==> config.mk <==
export PLATFORM = sky130hd
export DESIGN_NAME = lru_key_value_cache_unit
export DESIGN_NICKNAME = d
export VERILOG_FILES = /design/src/rtl/core/lkvc_pkg.sv /design/src/rtl/core/lru_key_value_cache_unit.sv /design/src/rtl/core/lkvc_store.sv
export SDC_FILE = /design/constraint.sdc
export NUM_CORES = 2
export LEC_CHECK = 0
export BUFFER_PORTS_ARGS = -buffer_cell sky130_fd_sc_hd__buf_2
export CELL_PAD_IN_SITES_DETAIL_PLACEMENT = 1
export CELL_PAD_IN_SITES_GLOBAL_PLACEMENT = 1
export CORE_ASPECT_RATIO = 2
export CORE_UTILIZATION = 40
export CTS_CLUSTER_SIZE = 10
export DETAILED_ROUTE_END_ITERATION = 8
export PLACE_DENSITY = 0.69
export SLEW_MARGIN = 20
export SYNTH_ARGS = -nofsm -noshare
export SYNTH_HDL_FRONTEND = slang
export SYNTH_SLANG_ARGS = --single-unit
==> constraint.sdc <==
create_clock -name i_clk -period 15.3 [get_ports i_clk]
set_input_delay 0 -clock i_clk [delete_from_list [all_inputs] [get_ports i_clk]]
set_output_delay 0 -clock i_clk [all_outputs]
set_load 0.02 [all_outputs]
==> src/rtl/core/lkvc_pkg.sv <==
`default_nettype none

package lkvc_pkg;

    // default sizes of the store
    localparam int DEF_ENTRIES    = 16;
    localparam int DEF_KEY_BITS   = 32;
    localparam int DEF_VALUE_BITS = 32;

    // fixed port widths
    localparam int FIELD_BITS = 32;
    localparam int CAP_BITS   = 5;
    localparam logic [CAP_BITS-1:0] CAP_RESET = 5'd16;

    // request codes
    typedef enum logic {
        REQ_GET = 1'b0,
        REQ_SET = 1'b1
    } t_req_type;

    // command from the handshake stage to the store
    typedef struct packed {
        logic      fire;
        t_req_type op;
    } t_store_cmd;

endpackage

`default_nettype wire

==> src/rtl/core/lru_key_value_cache_unit.sv <==
`default_nettype none

// channel | direction | handshake             | payload
// --------+-----------+-----------------------+----------------------------------------
// request | in        | i_in_valid/o_in_stall | i_req_type, i_lookup_key, i_write_value
// result  | out       | o_out_valid/i_out_stall | o_hit, o_read_value
// config  | in        | i_cfg_we              | i_cfg_wdata (capacity)
//
// one request word per cycle while o_in_stall is low; a get result passes the request and result registers
// lookup, rank update and insert all run combinationally between the request
// register and the result register; a set gives no result word
// reset clears valid marks, ranks, occupancy and capacity returns to 16
// a get waits in the request register while the result word is stalled;
// sets keep flowing under a stalled result

module lru_key_value_cache_unit #(
    parameter int ENTRIES    = lkvc_pkg::DEF_ENTRIES,
    parameter int KEY_BITS   = lkvc_pkg::DEF_KEY_BITS,
    parameter int VALUE_BITS = lkvc_pkg::DEF_VALUE_BITS
) (
    input  wire                                  i_clk,
    input  wire                                  i_rst_n,
    input  wire                                  i_in_valid,
    output logic                                 o_in_stall,
    input  wire                                  i_req_type,
    input  wire signed [lkvc_pkg::FIELD_BITS-1:0] i_lookup_key,
    input  wire signed [lkvc_pkg::FIELD_BITS-1:0] i_write_value,
    output logic                                 o_out_valid,
    input  wire                                  i_out_stall,
    output logic                                 o_hit,
    output logic signed [lkvc_pkg::FIELD_BITS-1:0] o_read_value,
    input  wire                                  i_cfg_we,
    input  wire [lkvc_pkg::CAP_BITS-1:0]         i_cfg_wdata
);
    import lkvc_pkg::*;

    localparam int MISS_ONES = (VALUE_BITS < FIELD_BITS) ? VALUE_BITS : FIELD_BITS;
    localparam logic [FIELD_BITS-1:0] MISS_VALUE =
        FIELD_BITS'((65'd1 << MISS_ONES) - 65'd1);

    logic [CAP_BITS-1:0]   r_capacity;
    logic                  r_in_valid;
    t_req_type             r_in_type;
    logic [KEY_BITS-1:0]   r_in_key;
    logic [VALUE_BITS-1:0] r_in_value;
    logic                  r_out_valid;
    logic                  r_out_hit;
    logic [FIELD_BITS-1:0] r_out_value;

    logic [FIELD_BITS+KEY_BITS-1:0]   key_ext;
    logic [FIELD_BITS+VALUE_BITS-1:0] val_ext;
    logic [FIELD_BITS+VALUE_BITS-1:0] rd_ext;
    logic                             out_free;
    logic                             fire;
    logic                             in_accept;
    t_store_cmd                       cmd;
    logic                             st_hit;
    logic [VALUE_BITS-1:0]            st_value;

    // capacity register
    always_ff @(posedge i_clk) begin
        if (!i_rst_n) begin
            r_capacity <= CAP_RESET;
        end else if (i_cfg_we) begin
            r_capacity <= i_cfg_wdata;
        end
    end

    // sign-extend fields, then keep the stored widths
    assign key_ext = {{KEY_BITS{i_lookup_key[FIELD_BITS-1]}}, i_lookup_key};
    assign val_ext = {{VALUE_BITS{i_write_value[FIELD_BITS-1]}}, i_write_value};

    // handshake
    assign out_free   = !r_out_valid || !i_out_stall;
    assign fire       = r_in_valid && ((r_in_type == REQ_SET) || out_free);
    assign o_in_stall = r_in_valid && !fire;
    assign in_accept  = i_in_valid && !o_in_stall;

    // request register
    always_ff @(posedge i_clk) begin
        if (!i_rst_n) begin
            r_in_valid <= 1'b0;
        end else if (in_accept) begin
            r_in_valid <= 1'b1;
        end else if (fire) begin
            r_in_valid <= 1'b0;
        end
    end

    always_ff @(posedge i_clk) begin
        if (in_accept) begin
            r_in_type  <= t_req_type'(i_req_type);
            r_in_key   <= key_ext[KEY_BITS-1:0];
            r_in_value <= val_ext[VALUE_BITS-1:0];
        end
    end

    assign cmd.fire = fire;
    assign cmd.op   = r_in_type;

    lkvc_store #(
        .ENTRIES   (ENTRIES),
        .KEY_BITS  (KEY_BITS),
        .VALUE_BITS(VALUE_BITS)
    ) u_store (
        .i_clk     (i_clk),
        .i_rst_n   (i_rst_n),
        .i_cmd     (cmd),
        .i_key     (r_in_key),
        .i_value   (r_in_value),
        .i_capacity(r_capacity),
        .o_hit     (st_hit),
        .o_value   (st_value)
    );

    // stored value zero-extended or cut to the field width
    assign rd_ext = {{FIELD_BITS{1'b0}}, st_value};

    // result register
    always_ff @(posedge i_clk) begin
        if (!i_rst_n) begin
            r_out_valid <= 1'b0;
        end else if (fire && (r_in_type == REQ_GET)) begin
            r_out_valid <= 1'b1;
        end else if (!i_out_stall) begin
            r_out_valid <= 1'b0;
        end
    end

    always_ff @(posedge i_clk) begin
        if (fire && (r_in_type == REQ_GET)) begin
            r_out_hit   <= st_hit;
            r_out_value <= st_hit ? rd_ext[FIELD_BITS-1:0] : MISS_VALUE;
        end
    end

    assign o_out_valid  = r_out_valid;
    assign o_hit        = r_out_hit;
    assign o_read_value = r_out_value;

    // a miss always carries the miss pattern
    a_miss_value: assert property (@(posedge i_clk) disable iff (!i_rst_n)
        (r_out_valid && !r_out_hit) |-> (r_out_value == MISS_VALUE))
        else $error("miss result without miss pattern");

    // a processed get always yields a result word
    a_get_result: assert property (@(posedge i_clk) disable iff (!i_rst_n)
        (fire && (r_in_type == REQ_GET)) |=> r_out_valid)
        else $error("get processed without result");

    // a set never creates a result word
    a_set_silent: assert property (@(posedge i_clk) disable iff (!i_rst_n)
        (fire && (r_in_type == REQ_SET) && !(r_out_valid && i_out_stall))
        |=> !r_out_valid)
        else $error("set produced a result");

    // the request side stalls only on a waiting get
    a_stall_cause: assert property (@(posedge i_clk) disable iff (!i_rst_n)
        o_in_stall |-> (r_in_valid && (r_in_type == REQ_GET) && r_out_valid && i_out_stall))
        else $error("request stall without cause");

endmodule

`default_nettype wire

==> src/rtl/core/lkvc_store.sv <==
`default_nettype none

module lkvc_store #(
    parameter int ENTRIES    = 16,
    parameter int KEY_BITS   = 32,
    parameter int VALUE_BITS = 32
) (
    input  wire                          i_clk,
    input  wire                          i_rst_n,
    input  lkvc_pkg::t_store_cmd         i_cmd,
    input  wire [KEY_BITS-1:0]           i_key,
    input  wire [VALUE_BITS-1:0]         i_value,
    input  wire [lkvc_pkg::CAP_BITS-1:0] i_capacity,
    output logic                         o_hit,
    output logic [VALUE_BITS-1:0]        o_value
);
    import lkvc_pkg::*;

    localparam int IDX_W  = (ENTRIES > 1) ? $clog2(ENTRIES) : 1;
    localparam int RANK_W = IDX_W;
    localparam int CNT_W  = $clog2(ENTRIES + 1);

    logic [ENTRIES-1:0]    r_valid, n_valid;
    logic [RANK_W-1:0]     r_rank [ENTRIES];
    logic [RANK_W-1:0]     n_rank [ENTRIES];
    logic [CNT_W-1:0]      r_used, n_used;
    logic [KEY_BITS-1:0]   r_key  [ENTRIES];
    logic [VALUE_BITS-1:0] r_val  [ENTRIES];

    logic [ENTRIES-1:0] hit_vec;
    logic [ENTRIES-1:0] victim_vec;
    logic [ENTRIES-1:0] valid_ae;
    logic [IDX_W-1:0]   hit_idx;
    logic [IDX_W-1:0]   slot_idx;
    logic [RANK_W-1:0]  hit_rank;
    logic [CNT_W-1:0]   eff_cap;
    logic [CNT_W-1:0]   used_m1;
    logic               evict;
    logic               do_touch;
    logic               do_insert;
    logic               do_write;

    // capacity clamped to one .. ENTRIES
    always_comb begin
        if (i_capacity == '0) begin
            eff_cap = CNT_W'(1);
        end else if (int'(i_capacity) > ENTRIES) begin
            eff_cap = CNT_W'(ENTRIES);
        end else begin
            eff_cap = CNT_W'(i_capacity);
        end
    end

    // parallel key compare, lowest matching entry wins
    always_comb begin
        hit_idx = '0;
        for (int i = ENTRIES - 1; i >= 0; i--) begin
            hit_vec[i] = r_valid[i] && (r_key[i] == i_key);
            if (hit_vec[i]) begin
                hit_idx = IDX_W'(i);
            end
        end
    end

    assign o_hit    = |hit_vec;
    assign o_value  = r_val[hit_idx];
    assign hit_rank = r_rank[hit_idx];

    // the oldest valid entry holds rank used_count - 1
    assign used_m1 = r_used - CNT_W'(1);
    assign evict   = !o_hit && (r_used >= eff_cap);

    always_comb begin
        for (int i = 0; i < ENTRIES; i++) begin
            victim_vec[i] = evict && r_valid[i] && (r_rank[i] == used_m1[RANK_W-1:0]);
        end
    end

    assign valid_ae = r_valid & ~victim_vec;

    // first free entry after eviction
    always_comb begin
        slot_idx = '0;
        for (int i = ENTRIES - 1; i >= 0; i--) begin
            if (!valid_ae[i]) begin
                slot_idx = IDX_W'(i);
            end
        end
    end

    assign do_touch  = i_cmd.fire && o_hit;
    assign do_insert = i_cmd.fire && !o_hit && (i_cmd.op == REQ_SET);
    assign do_write  = do_touch && (i_cmd.op == REQ_SET);

    // rank, valid and occupancy update
    always_comb begin
        n_valid = r_valid;
        n_used  = r_used;
        for (int i = 0; i < ENTRIES; i++) begin
            n_rank[i] = r_rank[i];
        end
        if (do_touch) begin
            for (int i = 0; i < ENTRIES; i++) begin
                if (r_valid[i] && (r_rank[i] < hit_rank)) begin
                    n_rank[i] = RANK_W'(r_rank[i] + 1'b1);
                end
            end
            n_rank[hit_idx] = '0;
        end else if (do_insert) begin
            for (int i = 0; i < ENTRIES; i++) begin
                if (valid_ae[i]) begin
                    n_rank[i] = RANK_W'(r_rank[i] + 1'b1);
                end else if (victim_vec[i]) begin
                    n_rank[i] = '0;
                end
            end
            n_rank[slot_idx]  = '0;
            n_valid           = valid_ae;
            n_valid[slot_idx] = 1'b1;
            if (!evict) begin
                n_used = CNT_W'(r_used + 1'b1);
            end
        end
    end

    // control state
    always_ff @(posedge i_clk) begin
        if (!i_rst_n) begin
            r_valid <= '0;
            r_used  <= '0;
            for (int i = 0; i < ENTRIES; i++) begin
                r_rank[i] <= '0;
            end
        end else begin
            r_valid <= n_valid;
            r_used  <= n_used;
            for (int i = 0; i < ENTRIES; i++) begin
                r_rank[i] <= n_rank[i];
            end
        end
    end

    // key and value storage
    always_ff @(posedge i_clk) begin
        if (do_insert) begin
            r_key[slot_idx] <= i_key;
            r_val[slot_idx] <= i_value;
        end else if (do_write) begin
            r_val[hit_idx] <= i_value;
        end
    end

endmodule

`default_nettype wire

# == Word level (Yosys, flattened, before mapping) ==
# Memory sizes are Yosys's and may differ from the RTL's. A register that Yosys moved wholly into a read port is not among the register bits.
# Index checks and enable logic that the tools add are counted.
# word_totals
reg_bits,94
ramBits,1088
inputBits,75
n_memories,3
# mem_list
memory,words,word_bits,rd,rd_ports_with_merged_regs,write_ports,line_no,rtl
u_store.r_key,16,32,16,0,1,lkvc_store.sv:27,logic [KEY_BITS-1:0] r_key [ENTRIES];
u_store.r_val,16,32,1,1,1,lkvc_store.sv:28,logic [VALUE_BITS-1:0] r_val [ENTRIES];
u_store.r_rank,16,4,17,0,16,lkvc_store.sv:24,logic [RANK_W-1:0] r_rank [ENTRIES];
# classes
n_addsub,18
n_lt_le_gt_ge,24
n_eq_ne,33
n_mux,168
bitwise,28
reduce_logical,90
# ops
op,n
$mux W4,147
$eq A32 B32 Y1,16
$and A64 B64 Y64,2
$mux W64,2
$not A64 Y64,2
$logic_and A1 B1 Y1,76
$add A4 B1 Y4 const B,16
$eq A4 B4 Y1,16
$lt A4 B4 Y1,16
$demux W4 S4,2
$mux W32,1
$reduce_or A32 Y1,1
$and A16 B16 Y16,1
$not A16 Y16,1
$or A1 B1 Y1,16
$or A16 B16 Y16,1
$reduce_or A16 Y1,1
$mux W1,13
$ge A5 B5 Y1 const B,2
$lt A5 B1 Y1 const B,2
$mux W5,2
$not A4 Y5,2
$logic_not A1 Y1,6
$add A5 B1 Y5 const B,1
other kinds (13),16

# == Depth between registers and ports, before layout ==
# An unclocked memory read counts as a cell.
# logic_depth
depth_word,36
ltp_mapped,28
ltp_nobuf,25

# == Modules after synthesis ==
# Synthesis repeated with hierarchy kept, for this count alone.
# unflattened
hier_cells,4408
hier_area_um2,56934.6
# by_module_without_submodules
module,instances,cells_per_inst,area_per_inst_um2,seq_area_each_um2
lkvc_store,1,4249,53496.3,32451.1
lru_key_value_cache_unit,1,159,3438.3,3083.0

# == Least setup slack after synthesis ==
# OpenSTA, ideal clock, no wires.
# synth_path
path_type,reg-to-reg
startpoint,reg r_in_key[17]
endpoint,mem u_store.r_rank[12][3] in the netlist's numbering
setup_time_ps,75
arrival_time_ps,6008
required_ps,15225
setup_slack_ps,9217
stages_incl_launch_ff,24
period_less_slack_ps,6083
cell_sequence,edfxtp_1 buf_4 buf_4 xor2_1 nor4_1 nand4_1 or3_1 a311oi_1 o211ai_1 nand3_1 buf_2 buf_1 clkbuf_1 mux2i_1 a21oi_1 o221ai_1 ha_1 nand2_1 nand3b_1 a31o_2 o41ai_4 a22o_4 or3b_1 o22ai_1
# synth_lines
element,line_no,rtl
start: declaration,lru_key_value_cache_unit.sv:44,logic [KEY_BITS-1:0] r_in_key;
start signal: assignment,lru_key_value_cache_unit.sv:93,r_in_key <= key_ext[KEY_BITS-1:0];
end: declaration,lkvc_store.sv:24,

==> results_dict.tcl <==
set metrics [dict create \
    seq_area_frac_synth 0.633 \
    async_flop_share 0 \
    die_h_um 532 \
    worst-path-buf-inv 3 \
    die_w_um 267 \
    max_freq_mhz 122 \
    synth_top_cell_by_area "edfxtp_1" \
    grt_pass1_wl_um 282000 \
    slowest_stage "nand2_1" \
    clock_path_buffers 4 \
    viasPerCell 5.95 \
    drt_iter0_markers 2405 \
    drive_gt1_frac 0.131 \
    syn_avg_cell_area_sq_um 13.3 \
    synth-edff-count 1122 \
    synth.area.top_cells "edfxtp_1, xor2_1, dfxtp_1" \
    gp_congestion 0.980 \
    finalHoldViolations 0 \
    synthCells 4211 \
    routedWlPerCell_um 30.5 \
    required_ns 15.94 \
    core_sq_um 140000 \
    synthFlopType "edfxtp_1" \
    cts_made_buffers 147 \
    fin_crit_ns 8.21 \
    vias 38384 \
    first_pass_iters 5 \
    cts-root-buf "clkbuf_16" \
    p_total_mw 7.12 \
    period_share 0.537 \
    power.density_nw_per_um2 110 \
    ant_nets 0 \
    slew_headroom 0.191 \
    tightest_slew_ns 1.21 \
    die-area_sq_um 142000 \
    portBuffers 109 \
    path_class "reg -> reg" \
    yosysMostFrequentCell "edfxtp_1" \
    crit_fanout 110 \
    grt_use_total 0.276 \
    grt_pass1_vias 41650 \
    startpoint_type "register" \
    finalSetupTns_ns 0 \
    cp-end-kind "register" \
    clk_latency_ns 0.80 \
    whs_ns 0.0179 \
    cpPeakStageDelay_ns 0.78 \
    syn_to_final_growth_pct 15.0 \
    dpl_cell_area_sq_um 59100 \
    postCtsSetupBuffers 0 \
    synth_area_sq_um 56200 \
    cts.repair.resized 0 \
    slew_viol_final 0 \
    overflow 0 \
    finalInstanceArea_sq_um 64600 \
    vdd_ir_drop_max_mv 0.114 \
    yosys_warnings 0 \
    start_util 0.402 \
    grt_max_degree 111 \
    cts_tree "yes" \
    nets 4670 \
    hold_path_class "in -> reg" \
    fin_util 0.463 \
    yosys.area.top_type_share 0.600 \
    synth_seq_cells 1214 \
    cp_data_arrival_time_ns 8.85 \
    finalSetupViolCount 0 \
    grt_setup_unrepaired "no" \
    cts_sinks 1214 \
    synth_common_cells "edfxtp_1, xor2_1, nand2_1, nor4_1, o21ai_0" \
    drc 0 \
    p_leak_nw 22.2 \
    cts_max_level 4 \
    status "finished clean" \
    antenna_found_initial 9 \
    drv_cap 0 \
    row_count 194 \
    cp_top_family "simple AND/OR/NAND/NOR gates" \
    routed_wl_um 197000 \
    path_clk_slew_ns 0.06 \
    synth_nets 4357 \
    ios 110 \
    ys_types 109 \
    place_hpwl_um 128000 \
    cts_hold_buf 138 \
    fin_skew_ns 0.0594 \
]
==> layout by cell type, fill, tap and decap left out, types with 58 or more instances in the layout <==
master / count
nor4_1: 193
mux2_2: 99
clkbuf_16: 151
a22oi_1: 72
dlygate4sd3_1: 139
nor3_1: 58
o21ai_0: 176
nand2_1: 292
xor2_1: 482
mux2i_1: 147
buf_4: 134
buf_2: 109
edfxtp_1: 1122
nand4_1: 68
ha_1: 71
nor2_1: 144
dfxtp_1: 92
xnor2_1: 106
nand3_1: 129
a21oi_1: 130
==> worst reg2reg max path, cell delays in order (launching register included) <==
cell and delay [ns]:
edfxtp_1 0.33, buf_4 0.40, buf_4 0.49, xnor2_1 0.20, nor4b_1 0.29, nand4_1 0.15, or4_1 0.71, o21ai_0 0.59
a21oi_1 0.31, a41oi_4 0.27, buf_12 0.57, mux2i_1 0.75, nand2_1 0.20, a21oi_1 0.18, a21oi_1 0.06, nand2_1 0.78
ha_1 0.42, a21o_1 0.18, nand2_1 0.06, nand3b_1 0.09, a31oi_1 0.27, nand4_1 0.16, and2_1 0.19, o21ai_0 0.17
o31ai_1 0.10, nor2_1 0.11, nor2_1 0.04
==> layout make-up <==
| type | count | area, sq um |
|---|---|---|
| Antenna cell | 4 | 10.0 |
| Clock buffer | 206 | 3990 |
| Clock inverter | 5 | 50.0 |
| Fill cell | 14131 | 75000 |
| Inverter | 60 | 225 |
| Multi-Input combinational cell | 2716 | 19500 |
| Sequential cell | 1214 | 35500 |
| Tap cell | 1862 | 2330 |
| Timing Repair Buffer | 385 | 3000 |
==> per-layer routing <==
metal	wire length [um]	track usage	up-vias
li1	-	-	16531
met1	63400	0.262	19655
met2	104000	0.504	1434
met3	9870	0.0485	758
met4	19600	0.239	6
met5	40	0	-
==> path summary, 6_finish.rpt <==
check,startpoint,end,slack (ns),depth (start not counted)
max,r_in_key[9],u_store.r_rank[0][3],7.09,26
min,i_write_value[12],r_in_value[12],0.02,2
max reg2reg,r_in_key[9],u_store.r_rank[0][3],7.09,26
min reg2reg,u_store.r_rank[11][0],u_store.r_rank[11][0],0.53,2
==> power by group <==
group	internal [mW]	switching [mW]
combinational	0.106	0.233
sequential	3.65	0.0300
clock	1.79	1.32
==> state kept, by name (all words and copies together) (netlist names), 5 cells and up <==
name and cells:
u_store.r_rank 64, o_read_value 32, u_store.r_key 512, u_store.r_used 5, r_in_key 32, r_in_value 32
r_capacity 5, u_store.r_val 512, u_store.r_valid 16
==> per-stage QoR <==
| stage | std cells | setup slack (ns) |
|---|---|---|
| floorplan | 4211 | 9.22 |
| global placement | 6098 | 7.21 |
| detailed placement | 6098 | 7.21 |
| CTS | 6447 | 7.21 |
| global route | 6450 | 6.71 |
| finish | 6452 | 7.09 |
==> kinds of logic (layout without fill, tap and decap cells) <==
family | after synthesis | count (layout) | share of synthesized area
adder cells (fa/ha/maj) | 71 | 71 | 0.0158
AO/OA/AOI/OAI | 667 | 667 | 0.0795
AND/OR/NAND/NOR | 1138 | 1138 | 0.107
flip-flops | 1214 | 1214 | 0.633
buffers and inverters | 281 | 656 | 0.0256
other | 0 | 4 | 0
multiplexers | 246 | 246 | 0.0461
XOR/XNOR | 594 | 594 | 0.0936
(Power assumes the default switching activity.)
